<file path="src/design/mbmf_pkg.sv">
// ----------------------------------------------------------------------------
// mbmf_pkg
// types and constants shared by the midi byte message framer
// ----------------------------------------------------------------------------
`default_nettype none

package mbmf_pkg;

  // field widths
  localparam int unsigned PortW = 4;
  localparam int unsigned ByteW = 8;
  localparam int unsigned MaskW = 16;
  localparam int unsigned LenW  = 17;

  // defaults and limits
  localparam int unsigned NumPortsDef = 16;
  localparam int unsigned MaxMsgBytes = 65536;
  localparam int unsigned QueueDepth  = 2;

  localparam logic [LenW-1:0] LenSat   = '1;
  localparam logic [LenW-1:0] MsgLimit = LenW'(MaxMsgBytes);

  // per-word outcome
  typedef enum logic [1:0] {
    ACT_APPEND,
    ACT_COMPLETE,
    ACT_ABORT,
    ACT_REJECT
  } action_e;

  // byte class worked out by the front end
  typedef enum logic [2:0] {
    CLS_DATA,
    CLS_OPEN3,
    CLS_OPEN2,
    CLS_TUNE,
    CLS_RT,
    CLS_SOX,
    CLS_EOX
  } byte_class_e;

  // word between front and back end
  typedef struct packed {
    logic [PortW-1:0] port;
    logic [ByteW-1:0] midi_byte;
    byte_class_e      cls;
  } item_t;

  // word between back end and result queue
  typedef struct packed {
    logic [PortW-1:0] port;
    logic [ByteW-1:0] midi_byte;
    action_e          action;
  } result_t;

endpackage

`default_nettype wire

</file>
<file path="src/design/mbmf_fifo.sv">
// ----------------------------------------------------------------------------
// mbmf_fifo
// small register queue with push/full and pop/empty sides
// ----------------------------------------------------------------------------
`default_nettype none

module mbmf_fifo import mbmf_pkg::*; #(
  parameter int unsigned Width = 8,
  parameter int unsigned Depth = QueueDepth
) (
  input  wire logic             clk_i,
  input  wire logic             rst_ni,
  input  wire logic             push_i,
  input  wire logic [Width-1:0] data_i,
  output logic                  full_o,
  input  wire logic             pop_i,
  output logic [Width-1:0]      data_o,
  output logic                  empty_o
);

  localparam int unsigned PtrW = (Depth > 1) ? $clog2(Depth) : 1;
  localparam int unsigned CntW = $clog2(Depth + 1);

  logic [Width-1:0] mem_q [Depth];
  logic [PtrW-1:0]  wr_ptr_q, wr_ptr_d;
  logic [PtrW-1:0]  rd_ptr_q, rd_ptr_d;
  logic [CntW-1:0]  cnt_q, cnt_d;
  logic             do_push;
  logic             do_pop;

  assign full_o  = (cnt_q == CntW'(Depth));
  assign empty_o = (cnt_q == '0);
  assign data_o  = mem_q[rd_ptr_q];
  assign do_push = push_i && !full_o;
  assign do_pop  = pop_i && !empty_o;

  // pointer and fill count update
  always_comb begin
    wr_ptr_d = wr_ptr_q;
    rd_ptr_d = rd_ptr_q;
    cnt_d    = cnt_q;
    if (do_push) begin
      wr_ptr_d = (wr_ptr_q == PtrW'(Depth - 1)) ? '0 : wr_ptr_q + 1'b1;
    end
    if (do_pop) begin
      rd_ptr_d = (rd_ptr_q == PtrW'(Depth - 1)) ? '0 : rd_ptr_q + 1'b1;
    end
    if (do_push && !do_pop) begin
      cnt_d = cnt_q + 1'b1;
    end else if (do_pop && !do_push) begin
      cnt_d = cnt_q - 1'b1;
    end
  end

  always_ff @(posedge clk_i or negedge rst_ni) begin
    if (!rst_ni) begin
      wr_ptr_q <= '0;
      rd_ptr_q <= '0;
      cnt_q    <= '0;
    end else begin
      wr_ptr_q <= wr_ptr_d;
      rd_ptr_q <= rd_ptr_d;
      cnt_q    <= cnt_d;
    end
  end

  // entry storage, no reset needed
  always_ff @(posedge clk_i) begin
    if (do_push) begin
      mem_q[wr_ptr_q] <= data_i;
    end
  end

endmodule

`default_nettype wire

</file>
<file path="src/design/mbmf_front.sv">
// ----------------------------------------------------------------------------
// mbmf_front
// port enable register, port filter and byte classification
// ----------------------------------------------------------------------------
`default_nettype none

module mbmf_front import mbmf_pkg::*; #(
  parameter int unsigned NUM_PORTS = NumPortsDef
) (
  input  wire logic             clk_i,
  input  wire logic             rst_ni,
  input  wire logic             cfg_we_i,
  input  wire logic [MaskW-1:0] cfg_wdata_i,
  input  wire logic             push_i,
  input  wire logic [PortW-1:0] port_i,
  input  wire logic [ByteW-1:0] midi_byte_i,
  input  wire logic             mid_full_i,
  output logic                  mid_push_o,
  output item_t                 mid_item_o
);

  localparam logic [ByteW-1:0] SysSox      = 8'hF0;
  localparam logic [ByteW-1:0] SysTimeCode = 8'hF1;
  localparam logic [ByteW-1:0] SysSongPos  = 8'hF2;
  localparam logic [ByteW-1:0] SysSongSel  = 8'hF3;
  localparam logic [ByteW-1:0] SysUndefA   = 8'hF4;
  localparam logic [ByteW-1:0] SysUndefB   = 8'hF5;
  localparam logic [ByteW-1:0] SysTuneReq  = 8'hF6;
  localparam logic [ByteW-1:0] SysEox      = 8'hF7;
  localparam logic [3:0]       NibSystem   = 4'hF;
  localparam logic [3:0]       NibProgram  = 4'hC;
  localparam logic [3:0]       NibPressure = 4'hD;

  logic [MaskW-1:0] mask_q;
  logic             port_ok;
  byte_class_e      cls;

  // port enable register
  always_ff @(posedge clk_i or negedge rst_ni) begin
    if (!rst_ni) begin
      mask_q <= '0;
    end else if (cfg_we_i) begin
      mask_q <= cfg_wdata_i;
    end
  end

  // byte classification
  always_comb begin
    cls = CLS_RT;
    priority if (!midi_byte_i[ByteW-1]) begin
      cls = CLS_DATA;
    end else if (midi_byte_i[ByteW-1 -: 4] != NibSystem) begin
      cls = ((midi_byte_i[ByteW-1 -: 4] == NibProgram) ||
             (midi_byte_i[ByteW-1 -: 4] == NibPressure)) ? CLS_OPEN2 : CLS_OPEN3;
    end else if ((midi_byte_i == SysTimeCode) || (midi_byte_i == SysSongSel)) begin
      cls = CLS_OPEN2;
    end else if (midi_byte_i == SysSongPos) begin
      cls = CLS_OPEN3;
    end else if (midi_byte_i == SysTuneReq) begin
      cls = CLS_TUNE;
    end else if (midi_byte_i == SysEox) begin
      cls = CLS_EOX;
    end else if ((midi_byte_i == SysSox) || (midi_byte_i == SysUndefA) ||
                 (midi_byte_i == SysUndefB)) begin
      cls = CLS_SOX;
    end else begin
      cls = CLS_RT;
    end
  end

  // drop words for unmapped or disabled ports
  assign port_ok    = (32'(port_i) < NUM_PORTS) && mask_q[port_i];
  assign mid_push_o = push_i && !mid_full_i && port_ok;
  assign mid_item_o = '{port: port_i, midi_byte: midi_byte_i, cls: cls};

endmodule

`default_nettype wire

</file>
<file path="src/design/mbmf_back.sv">
// ----------------------------------------------------------------------------
// mbmf_back
// per-port framing state, read and written back by the back end in the same cycle
// ----------------------------------------------------------------------------
`default_nettype none

module mbmf_back import mbmf_pkg::*; #(
  parameter int unsigned NUM_PORTS = NumPortsDef
) (
  input  wire logic  clk_i,
  input  wire logic  rst_ni,
  input  wire logic  mid_empty_i,
  input  wire item_t mid_item_i,
  output logic       mid_pop_o,
  input  wire logic  out_full_i,
  output logic       out_push_o,
  output result_t    out_item_o
);

  localparam int unsigned PortCap = 1 << PortW;
  localparam int unsigned Depth   = (NUM_PORTS < PortCap) ? NUM_PORTS : PortCap;
  localparam int unsigned IdxW    = (Depth > 1) ? $clog2(Depth) : 1;

  typedef enum logic [1:0] {
    MODE_IDLE,
    MODE_FIXED,
    MODE_SYSEX
  } mode_e;

  mode_e           mode_q [Depth];
  logic [LenW-1:0] exp_q  [Depth];
  logic [LenW-1:0] col_q  [Depth];

  logic [IdxW-1:0] idx;
  logic            go;
  mode_e           mode_r, mode_d;
  logic [LenW-1:0] exp_r, exp_g, exp_d;
  logic [LenW-1:0] col_r, col_inc, col_d;
  logic            room, room_g;
  logic            wr;
  action_e         act;

  assign go         = !mid_empty_i && !out_full_i;
  assign mid_pop_o  = go;
  assign out_push_o = go;
  assign idx        = mid_item_i.port[IdxW-1:0];

  // current state of the addressed port
  assign mode_r  = mode_q[idx];
  assign exp_r   = exp_q[idx];
  assign col_r   = col_q[idx];
  assign exp_g   = (exp_r != LenSat) ? exp_r + 1'b1 : exp_r;
  assign col_inc = col_r + 1'b1;
  assign room    = (col_r < exp_r) && (col_r < MsgLimit);
  assign room_g  = (col_r < exp_g) && (col_r < MsgLimit);

  // framing decision, default is abort and back to idle
  always_comb begin
    act    = ACT_ABORT;
    wr     = 1'b1;
    mode_d = MODE_IDLE;
    exp_d  = '0;
    col_d  = '0;
    unique case (mode_r)
      MODE_FIXED: begin
        unique case (mid_item_i.cls)
          CLS_RT: begin
            if (room_g) begin
              act    = ACT_APPEND;
              mode_d = MODE_FIXED;
              exp_d  = exp_g;
              col_d  = col_inc;
            end
          end
          CLS_DATA: begin
            if (room) begin
              if (col_inc == exp_r) begin
                act = ACT_COMPLETE;
              end else begin
                act    = ACT_APPEND;
                mode_d = MODE_FIXED;
                exp_d  = exp_r;
                col_d  = col_inc;
              end
            end
          end
          default: begin
            act = ACT_ABORT;
          end
        endcase
      end
      MODE_SYSEX: begin
        unique case (mid_item_i.cls)
          CLS_EOX: begin
            act = room_g ? ACT_COMPLETE : ACT_ABORT;
          end
          CLS_DATA, CLS_RT: begin
            if (room_g) begin
              act    = ACT_APPEND;
              mode_d = MODE_SYSEX;
              exp_d  = exp_g;
              col_d  = col_inc;
            end
          end
          default: begin
            act = ACT_ABORT;
          end
        endcase
      end
      default: begin
        // idle port: data bytes are rejected, tune request and realtime complete, other status bytes open a message
        unique case (mid_item_i.cls)
          CLS_DATA: begin
            act = ACT_REJECT;
            wr  = 1'b0;
          end
          CLS_OPEN3: begin
            act    = ACT_APPEND;
            mode_d = MODE_FIXED;
            exp_d  = LenW'(3);
            col_d  = LenW'(1);
          end
          CLS_OPEN2: begin
            act    = ACT_APPEND;
            mode_d = MODE_FIXED;
            exp_d  = LenW'(2);
            col_d  = LenW'(1);
          end
          CLS_TUNE, CLS_RT: begin
            act = ACT_COMPLETE;
          end
          default: begin
            // sysex start, also opened by eox and the undefined codes
            act    = ACT_APPEND;
            mode_d = MODE_SYSEX;
            exp_d  = LenW'(1);
            col_d  = LenW'(1);
          end
        endcase
      end
    endcase
  end

  // per-port state update
  always_ff @(posedge clk_i or negedge rst_ni) begin
    if (!rst_ni) begin
      for (int i = 0; i < int'(Depth); i++) begin
        mode_q[i] <= MODE_IDLE;
        exp_q[i]  <= '0;
        col_q[i]  <= '0;
      end
    end else if (go && wr) begin
      mode_q[idx] <= mode_d;
      exp_q[idx]  <= exp_d;
      col_q[idx]  <= col_d;
    end
  end

  assign out_item_o = '{port: mid_item_i.port, midi_byte: mid_item_i.midi_byte, action: act};

endmodule

`default_nettype wire

</file>
<file path="src/design/midi_byte_message_framer.sv">
// A pushed word is held in the queue between front and back end, then framed
// by the back end and held in the result queue until it is popped.
// Throughput: one byte per cycle while the result queue is not full, set by the
// read-modify-write of the per-port framing state in the back end.
// Reset: all ports idle with zero lengths, port enable mask cleared, queues empty.
// ----------------------------------------------------------------------------
// midi_byte_message_framer
// frames raw midi bytes per output port into complete messages
// ----------------------------------------------------------------------------
`default_nettype none

module midi_byte_message_framer import mbmf_pkg::*; #(
  parameter int unsigned NUM_PORTS = NumPortsDef
) (
  input  wire logic             clk_i,
  input  wire logic             rst_ni,
  input  wire logic             cfg_we_i,
  input  wire logic [MaskW-1:0] cfg_wdata_i,
  input  wire logic             push,
  output logic                  full,
  input  wire logic [PortW-1:0] port_i,
  input  wire logic [ByteW-1:0] midi_byte_i,
  input  wire logic             pop,
  output logic                  empty,
  output logic [PortW-1:0]      out_port_o,
  output logic [ByteW-1:0]      out_byte_o,
  output logic [1:0]            action_o
);

  localparam int unsigned ItemW   = $bits(item_t);
  localparam int unsigned ResultW = $bits(result_t);

  logic    mid_push, mid_full, mid_pop, mid_empty;
  item_t   mid_in, mid_out;
  logic    res_push, res_full;
  result_t res_in, res_out;

  // front end: filter and classify
  mbmf_front #(
    .NUM_PORTS (NUM_PORTS)
  ) u_front (
    .clk_i       (clk_i),
    .rst_ni      (rst_ni),
    .cfg_we_i    (cfg_we_i),
    .cfg_wdata_i (cfg_wdata_i),
    .push_i      (push),
    .port_i      (port_i),
    .midi_byte_i (midi_byte_i),
    .mid_full_i  (mid_full),
    .mid_push_o  (mid_push),
    .mid_item_o  (mid_in)
  );

  assign full = mid_full;

  // queue between front and back end
  mbmf_fifo #(
    .Width (ItemW),
    .Depth (QueueDepth)
  ) u_mid_fifo (
    .clk_i   (clk_i),
    .rst_ni  (rst_ni),
    .push_i  (mid_push),
    .data_i  (mid_in),
    .full_o  (mid_full),
    .pop_i   (mid_pop),
    .data_o  (mid_out),
    .empty_o (mid_empty)
  );

  // back end: framing state
  mbmf_back #(
    .NUM_PORTS (NUM_PORTS)
  ) u_back (
    .clk_i       (clk_i),
    .rst_ni      (rst_ni),
    .mid_empty_i (mid_empty),
    .mid_item_i  (mid_out),
    .mid_pop_o   (mid_pop),
    .out_full_i  (res_full),
    .out_push_o  (res_push),
    .out_item_o  (res_in)
  );

  // result queue
  mbmf_fifo #(
    .Width (ResultW),
    .Depth (QueueDepth)
  ) u_res_fifo (
    .clk_i   (clk_i),
    .rst_ni  (rst_ni),
    .push_i  (res_push),
    .data_i  (res_in),
    .full_o  (res_full),
    .pop_i   (pop),
    .data_o  (res_out),
    .empty_o (empty)
  );

  assign out_port_o = res_out.port;
  assign out_byte_o = res_out.midi_byte;
  assign action_o   = res_out.action;

endmodule

`default_nettype wire

</file>
<file path="config.mk">
export PLATFORM = sky130hd
export DESIGN_NAME = midi_byte_message_framer
export DESIGN_NICKNAME = d
export VERILOG_FILES = /design/src/design/mbmf_pkg.sv /design/src/design/mbmf_fifo.sv /design/src/design/mbmf_front.sv /design/src/design/mbmf_back.sv /design/src/design/midi_byte_message_framer.sv
export SDC_FILE = /design/constraint.sdc
export NUM_CORES = 1
export LEC_CHECK = 0
export BUFFER_PORTS_ARGS = -buffer_cell sky130_fd_sc_hd__buf_4
export CELL_PAD_IN_SITES_DETAIL_PLACEMENT = 1
export CELL_PAD_IN_SITES_GLOBAL_PLACEMENT = 1
export CORE_MARGIN = 8
export CORE_UTILIZATION = 40
export CTS_CLUSTER_DIAMETER = 200
export CTS_CLUSTER_SIZE = 40
export DETAILED_ROUTE_END_ITERATION = 10
export PLACE_DENSITY_LB_ADDON = 0.1
export SLEW_MARGIN = 20
export SYNTH_ARGS = -nofsm -noshare
export SYNTH_HDL_FRONTEND = slang
export SYNTH_SLANG_ARGS = --single-unit
</file>
<file path="constraint.sdc">
create_clock -name clk_i -period 6.6 [get_ports clk_i]
set_clock_uncertainty 0.15 [all_clocks]
set_input_delay 0.66 -clock clk_i [delete_from_list [all_inputs] [get_ports clk_i]]
set_output_delay 0.66 -clock clk_i [all_outputs]
set_load 0.05 [all_outputs]
</file>
## After elaboration in Yosys (flattened, before gate mapping)

Memory sizes are Yosys's and may differ from the RTL's.
Cells that the tools add are included.

| storage, ports and cells | value |
|---|---|
| register bits after elaboration | 600 |
| memory bits (writable) | 58 |
| input port bits | 33 |
| output and inout port bits | 16 |
| logic and storage cells | 204 |
| memories | 2 |

| cells by class | value |
|---|---|
| $add $sub $neg | 10 |
| order comparisons | 6 |
| eq/ne operators | 22 |
| muxes and demuxes | 71 |
| bitwise gates (word level) | 1 |
| reduce and logical (&&, ||, !) cells | 37 |

Memories:

| name | words | bits a word | read ports | clocked after Yosys merged registers in | write ports | line | RTL |
|---|---|---|---|---|---|---|---|
| u_mid_fifo.mem_q | 2 | 15 | 1 | 0 | 1 | mbmf_fifo.sv:24 | `logic [Width-1:0] mem_q [Depth];` |
| u_res_fifo.mem_q | 2 | 14 | 1 | 0 | 1 | mbmf_fifo.sv:24 |  |

Operators with widths:

| cell | count |
|---|---|
| bitwise mux 272 bit | 2 |
| two-way mux 17 bit | 14 |
| binary-select mux 17 bit (select 4 bit) | 2 |
| case mux 17 bit (2 select lines) | 4 |
| demux 17 bit (select 4 bit) | 1 |
| equality test 8 bit (second input constant) | 8 |
| adder 17 x 1 -> 17 bit (second input constant) | 2 |
| < comparator 17 bit | 2 |
| bitwise mux 32 bit | 1 |
| two-way mux 2 bit | 14 |
| case mux 2 bit (2 select lines) | 7 |
| two-way mux 3 bit | 6 |
| equality test 17 bit | 1 |
| < comparator 17 bit (second input constant) | 1 |
| != test 17 bit (second input constant) | 1 |
| two-way mux 1 bit | 16 |
| logical AND 1 bit | 15 |
| binary-select mux 2 bit (select 4 bit) | 1 |
| demux 2 bit (select 4 bit) | 1 |
| equality test 4 bit (second input constant) | 2 |
| logical NOT 1 bit | 8 |
| OR reduction 2 bit | 4 |
| equality test 2 bit (second input constant) | 3 |
| equality test 3 x 2 -> 1 bit (second input constant) | 2 |
| other kinds (18) | 29 |

## Logic depth before layout (Yosys ltp)

An unclocked memory read counts as a cell.

| logic depth | value |
|---|---|
| depth after elaboration | 13 |
| depth in mapped cells | 34 |

## Cells and area by module

Synthesis repeated with hierarchy kept, for this count alone.

| second synthesis, totals | value |
|---|---|
| cell total of the unflattened synthesis | 2,661 |
| area, all modules | 31,934.4 um2 |

By module, submodules not included:

| module | times used | cells an instance | area an instance (um2) |
|---|---|---|---|
| mbmf_back | 1 | 2,458 | 28,443.5 |
| mbmf_fifo (u_mid_fifo) | 1 | 66 | 1,331.3 |
| mbmf_fifo (u_res_fifo) | 1 | 63 | 1,255.0 |
| mbmf_front | 1 | 74 | 904.6 |

## Worst setup path after synthesis

OpenSTA, ideal clock, no wires.

| timing path | value |
|---|---|
| kind | register to register |
| start point | reg u_mid_fifo.rd_ptr_q |
| end point | reg u_back.exp_q[0] (netlist name) |
| setup time | 92 ps |
| data arrival time | 6,450 ps |
| required time | 6,358 ps |
| slack | -92 ps |
| cell stages (with the launch flop) | 31 |
| buffers on the path | 8 |
| path through | dfrtp_1 > buf_6 > mux2i_1 > buf_4 > buf_8 > buf_8 > buf_8 > buf_6 > buf_2 > mux4_2 > nand2_1 > o31a_1 > ha_1 > nand4_1 > nor4_2 > nor4_1 > xnor2_1 > ha_1 > a21o_1 > a221o_1 > a221oi_1 > nor2_1 > nor2_1 > nand2_1 > o41ai_1 > nor2_1 > or3_1 > nor4b_1 > a311o_1 > buf_6 > o31ai_2 |

| on the way | value |
|---|---|
| cells in the longest elaborated chain, start to end | 13 |
| elaborated cells between the ends (all ways) | 47 |

RTL lines:

| item | line | RTL |
|---|---|---|
| from (decl) | mbmf_fifo.sv:26 | `logic [PtrW-1:0] rd_ptr_q, rd_ptr_d;` |
| from (signal assigned) | mbmf_fifo.sv:62 | `rd_ptr_q <= rd_ptr_d;` |
| memory read (2 x 15 bit) * | - |  |
| inverter 4 -> 5 bit (implied by the code) | - |  |
| binary-select mux 17 bit (select 4 bit) | mbmf_back.sv:50 | `assign exp_r = exp_q[idx];` |
| two-way mux 17 bit (implied by the code) (2 in series) | mbmf_back.sv:50 |  |
| adder 17 x 1 -> 17 bit or != test 17 bit (tied branches) | mbmf_back.sv:52 | `assign exp_g = (exp_r != LenSat) ? exp_r + 1'b1 : exp_r;` |
| two-way mux 17 bit | mbmf_back.sv:52 |  |
| < comparator 17 bit | mbmf_back.sv:55 | `assign room_g = (col_r < exp_g) && (col_r < MsgLimit);` |
| logical AND 1 bit | mbmf_back.sv:55 |  |
| two-way mux 17 bit | mbmf_back.sv:68, mbmf_back.sv:98 |  |
| case mux 17 bit (2 select lines) or two-way mux 17 bit (tied branches) | mbmf_back.sv:66, mbmf_back.sv:93 |  |
| case mux 17 bit (2 select lines) | mbmf_back.sv:64 | `unique case (mode_r)` |
| bitwise mux 272 bit | mbmf_back.sv:154 | `exp_q[idx] <= exp_d;` |
| to (signal, indexed assignment) | mbmf_back.sv:154 |  |
| to (decl) | mbmf_back.sv:31 | `logic [LenW-1:0] exp_q [Depth];` |

Mark *: on every way between the ends. The rest lies on a longest branch, timed or not. The select of a mux whose other input is x is not followed.
A chain may end at the register's enable or synchronous reset.

## Worst setup path in the final report

| timing path | value |
|---|---|
| start point | mem u_mid_fifo.mem_q[1][11] (netlist name) |
| end point | reg u_back.exp_q[34] (netlist name) |

| on the way | value |
|---|---|
| cells in the longest elaborated chain, start to end | 13 |
| elaborated cells between the ends (all ways) | 38 |

RTL lines:

| item | line |
|---|---|
| from (decl) | mbmf_fifo.sv:24 |
| memory read (2 x 15 bit) * | - |
| inverter 4 -> 5 bit (implied by the code) * | - |
| binary-select mux 17 bit (select 4 bit) | mbmf_back.sv:50 |
| two-way mux 17 bit (implied by the code) (2 in series) | mbmf_back.sv:50 |
| adder 17 x 1 -> 17 bit or != test 17 bit (tied branches) | mbmf_back.sv:52 |
| two-way mux 17 bit | mbmf_back.sv:52 |
| < comparator 17 bit | mbmf_back.sv:55 |
| logical AND 1 bit | mbmf_back.sv:55 |
| two-way mux 17 bit | mbmf_back.sv:68, mbmf_back.sv:98 |
| case mux 17 bit (2 select lines) or two-way mux 17 bit (tied branches) | mbmf_back.sv:66, mbmf_back.sv:93 |
| case mux 17 bit (2 select lines) | mbmf_back.sv:64 |
| bitwise mux 272 bit | mbmf_back.sv:154 |

Marks and branches as above.

==> parameters.txt <==
Parameter                              Value

Run status
  Status    finished, final reports clean

Synth
  Total number of yosys warnings    0
  Average instance area after synthesis    10.4 um2
  Largest family of logic cells by synthesized area    compound AO/OA/AOI/OAI gates
  Number of different library cells in the post-synthesis netlist    87
  Share of cell area taken by muxes after synthesis    0.0956
  Netlist Area Pre-Place    32500 um2
  Xor/xnor share of the synthesized area    0.0126
  Cells after synthesis    3120
  Sequential cell area fraction in the yosys report    0.516
  Post-synthesis net count    3192
  Adder-cell share of the synthesized area    0.0150
  Primary FF master, synth    dfrtp_1
  Post-synthesis compound-gate area fraction    0.197
  Post-synthesis share of cell area spent on and, or, nand and nor gates    0.119
  Number of flops mapped to enable cells by yosys    58
  Flip-flop and latch count after synthesis    658
  Post-synthesis async set-or-reset flop share    0.912

Floorplan
  Die height    301 um
  Area of the die    90500 um2
  Core region area    80400 um2
  Die Span X    301 um
  Rows    104
  Number of top-level pins    49
  Initial Util    0.404

Layout
  Layout cell share with drive strength beyond 1    0.227
  Signed area change from the synthesized netlist to the final layout    15.4%
  Number of fillers in the final layout    8714
  Nets@finish    3322
  Final std cells w/o fill    4315
  Antenna cells    0

Placed design
  Detailed placer's ending HPWL    71600 um
  Cell count after placement    4218
  Number of I/O port buffers    48
  Final RePlAce weighted congestion    0.904

CTS
  CTS root buf    clkbuf_16
  CTS Buf Count    20
  Insertion delay to the later sink of the worst-skew pair    0.63 ns
  Max Root-Sink Buffers    3
  CTS sink cnt    658
  TritonCTS clock tree    yes
  Clock slew seen by the registers of the worst setup and hold paths    0.16 ns
  H-Tree Depth    1

Setup path
  Critical Path Sink Type    flip-flop
  Critical Path Max Stage Delay    0.45 ns
  Classification of the worst setup path    flip-flop to flip-flop
  Worst setup slack for register-to-register paths    0.08 ns
  Crit path required time    6.99 ns
  Cell repeated most along the worst path    nor4_4
  CP startpoint    u_mid_fifo.mem_q[1][11]$_DFFE_PP_
  Critical path endpoint    u_back.exp_q[34]$_DFFE_PN0P_
  Reg-to-reg critical path startpoint    u_mid_fifo.mem_q[1][11]$_DFFE_PP_
  Worst-path fanout max    8
  Reg2reg path depth    29
  Data arrival time of the worst path    6.91 ns
  Worst reg2reg path endpoint    u_back.exp_q[34]$_DFFE_PN0P_
  Startpoint type of the worst setup path    flip-flop
  Slowest stage cell, crit path    edfxtp_1

STA
  Post-Route Setup TNS    0 ns
  Fin. max-slew vios    0
  Hold Vio Cnt, Final    0
  Setup violation total in the final timing report    0
  Share of the clock period used by the worst path after layout    0.988
  Achievable clock frequency    153 MHz
  Final Critical Period    6.52 ns
  Max_slew headroom    0.222
  Transition time at the pin with the least slew margin    1.17 ns
  Unrepaired setup endpoints after global routing    yes

Power and ir drop
  Leakage    16.5 nW
  Pwr per Cell Area    378 nW/um2
  Worst vdd ir    0.199 mV

Flow run
  Maximum capacitance violations    0

Drt
  Post-detailed-routing wire length    115000 um
  Vias post-DR    24929
  Iteration count of the initial detailed-routing pass    5
  Detailed-route vias per instance    5.78
  Starting DRC count in detailed routing    1473
  DRC violation count after routing    0
  Antenna viol nets, final    0
  Wirelength per Cell    26.7 um

Global route
  Via count of the first global-routing pass    26498
  Global-route wire length before repair    173000 um
  Remaining global-route overflow    0
  Maximum number of pins on one net before global-route repair    163
  Antenna violations before repair    0
  GR Util All Layers    0.247

Min path
  Worst hold-check path type    primary input to flip-flop
-- state kept, by name (all words and copies together), names as in the netlist --
register             cells
u_res_fifo.cnt_q         2
u_res_fifo.rd_ptr_q      1
u_back.col_q           272
u_back.mode_q           32
u_back.exp_q           272
u_mid_fifo.cnt_q         2
u_res_fifo.mem_q        28
u_mid_fifo.rd_ptr_q      1
u_mid_fifo.wr_ptr_q      1
u_res_fifo.wr_ptr_q      1
u_mid_fifo.mem_q        30
u_front.mask_q          16
-- final cells by class --
cell class	count	area, um2	share of cell area
clock buffers	26	544	0.0145
clock inverters	1	30.0	0.000802
inverters	37	141	0.00377
multi-input cells	2158	14900	0.399
flip-flops and latches	658	16800	0.447
well taps	1060	1330	0.0354
repair buffers	375	3720	0.0993
-- cells in the mapped netlist (20+ instances only) --
cell type,instances,area (um2)
mux2_2,104,1170
o22ai_1,25,156
a21bo_2,63,631
clkbuf_1,143,537
xnor2_1,35,307
buf_4,20,150
nand2_1,601,2260
o21ai_0,499,2500
buf_2,67,335
dfrtp_1,600,15000
nor2_1,58,218
nand3_1,32,160
ha_1,39,488
edfxtp_1,58,1740
inv_1,32,120
buf_1,22,82.6
mux4_2,34,766
mux2i_1,115,1150
a21o_1,159,1190
a21oi_1,35,175
a41oi_1,54,473
-- where the power goes --
group          total (mW)  internal (mW)  switching [mW]
Sequential           5.00           4.69           0.312
Combinational        7.25           2.91            4.35
Clock                1.89          0.599            1.29
-- layer usage --
layer,vias to the layer above,GRT usage,share of wire
li1,11293,-,-
met1,13126,0.342,0.46
met2,378,0.422,0.49
met3,132,0.0197,0.027
met4,0,0.0549,0.023
met5,-,0,0
-- worst min path at each step --
stage / startpoint / end / cells past startpoint
after floorplan: rst_ni / u_back.col_q[0]$_DFFE_PN0P_ / 0
after global placement: u_back.col_q[157]$_DFFE_PN0P_ / u_back.col_q[157]$_DFFE_PN0P_ / 2
after detailed placement: u_back.exp_q[173]$_DFFE_PN0P_ / u_back.exp_q[173]$_DFFE_PN0P_ / 2
after CTS: midi_byte_i[4] / u_mid_fifo.mem_q[0][7]$_DFFE_PP_ / 1
after global routing: midi_byte_i[4] / u_mid_fifo.mem_q[1][7]$_DFFE_PP_ / 1
final: midi_byte_i[6] / u_mid_fifo.mem_q[0][9]$_DFFE_PP_ / 1
-- what timing repair did --
action	CTS	global route
gates resized for setup	16	161
cloned	2	8
pin swaps	3	35
hold buffers	1	0
endpoints found under the hold margin	73	0
setup endpoints to repair	580	580
buffers inserted	14	46
-- placed cells by master (no fill, tap or decap), types with 17 or more instances in the layout --
cell type | synthesis | layout
buf_4 | 20 | 288
nand3_1 | 32 | 30
a21o_1 | 159 | 159
nand2_1 | 601 | 582
o21ai_0 | 499 | 441
xnor2_1 | 35 | 32
buf_12 | 1 | 57
clkbuf_16 | 0 | 25
o22ai_1 | 25 | 24
dfrtp_1 | 600 | 599
a41oi_1 | 54 | 53
a21oi_1 | 35 | 30
nand4_1 | 17 | 17
buf_6 | 6 | 19
edfxtp_1 | 58 | 58
mux4_2 | 34 | 34
inv_1 | 32 | 30
mux2_2 | 104 | 104
ha_1 | 39 | 38
mux2i_1 | 115 | 109
a21bo_2 | 63 | 63
o21ai_1 | 11 | 68
nor2_1 | 58 | 52
-- critical path: cells and delay by family (launching register included) --
kind                     cells  cell delay (ns)
AND/OR/NAND/NOR             11             1.99
adder cells (fa/ha/maj)      1             0.30
buffers and inverters        8             1.35
multiplexers                 2             0.36
AO/OA/AOI/OAI                6             1.64
XOR/XNOR                     1             0.15
flip-flops                   1             0.45
-- logic make-up after synthesis --
logic type,after synthesis
simple gates,840
buf+inv,306
fa+ha+maj,39
mux,254
flops,658
compound gates,978
xor+xnor,45
-- through the flow --
stage                     setup slack, ns   util  area [um2]  power [mW]  hold slack (ns)
after floorplan                    0.0118      -       32500        8.76            0.214
after global placement             -0.281  0.443       35600        11.4            0.302
after detailed placement           -0.352  0.443       35600        11.6            0.311
after CTS                        -0.00741  0.453       36400        13.6           0.0490
after global routing               -0.128  0.466       37500        14.8           0.0682
final                              0.0781  0.466       37500        14.1           0.0844
Power figures use the tool's default switching activity.
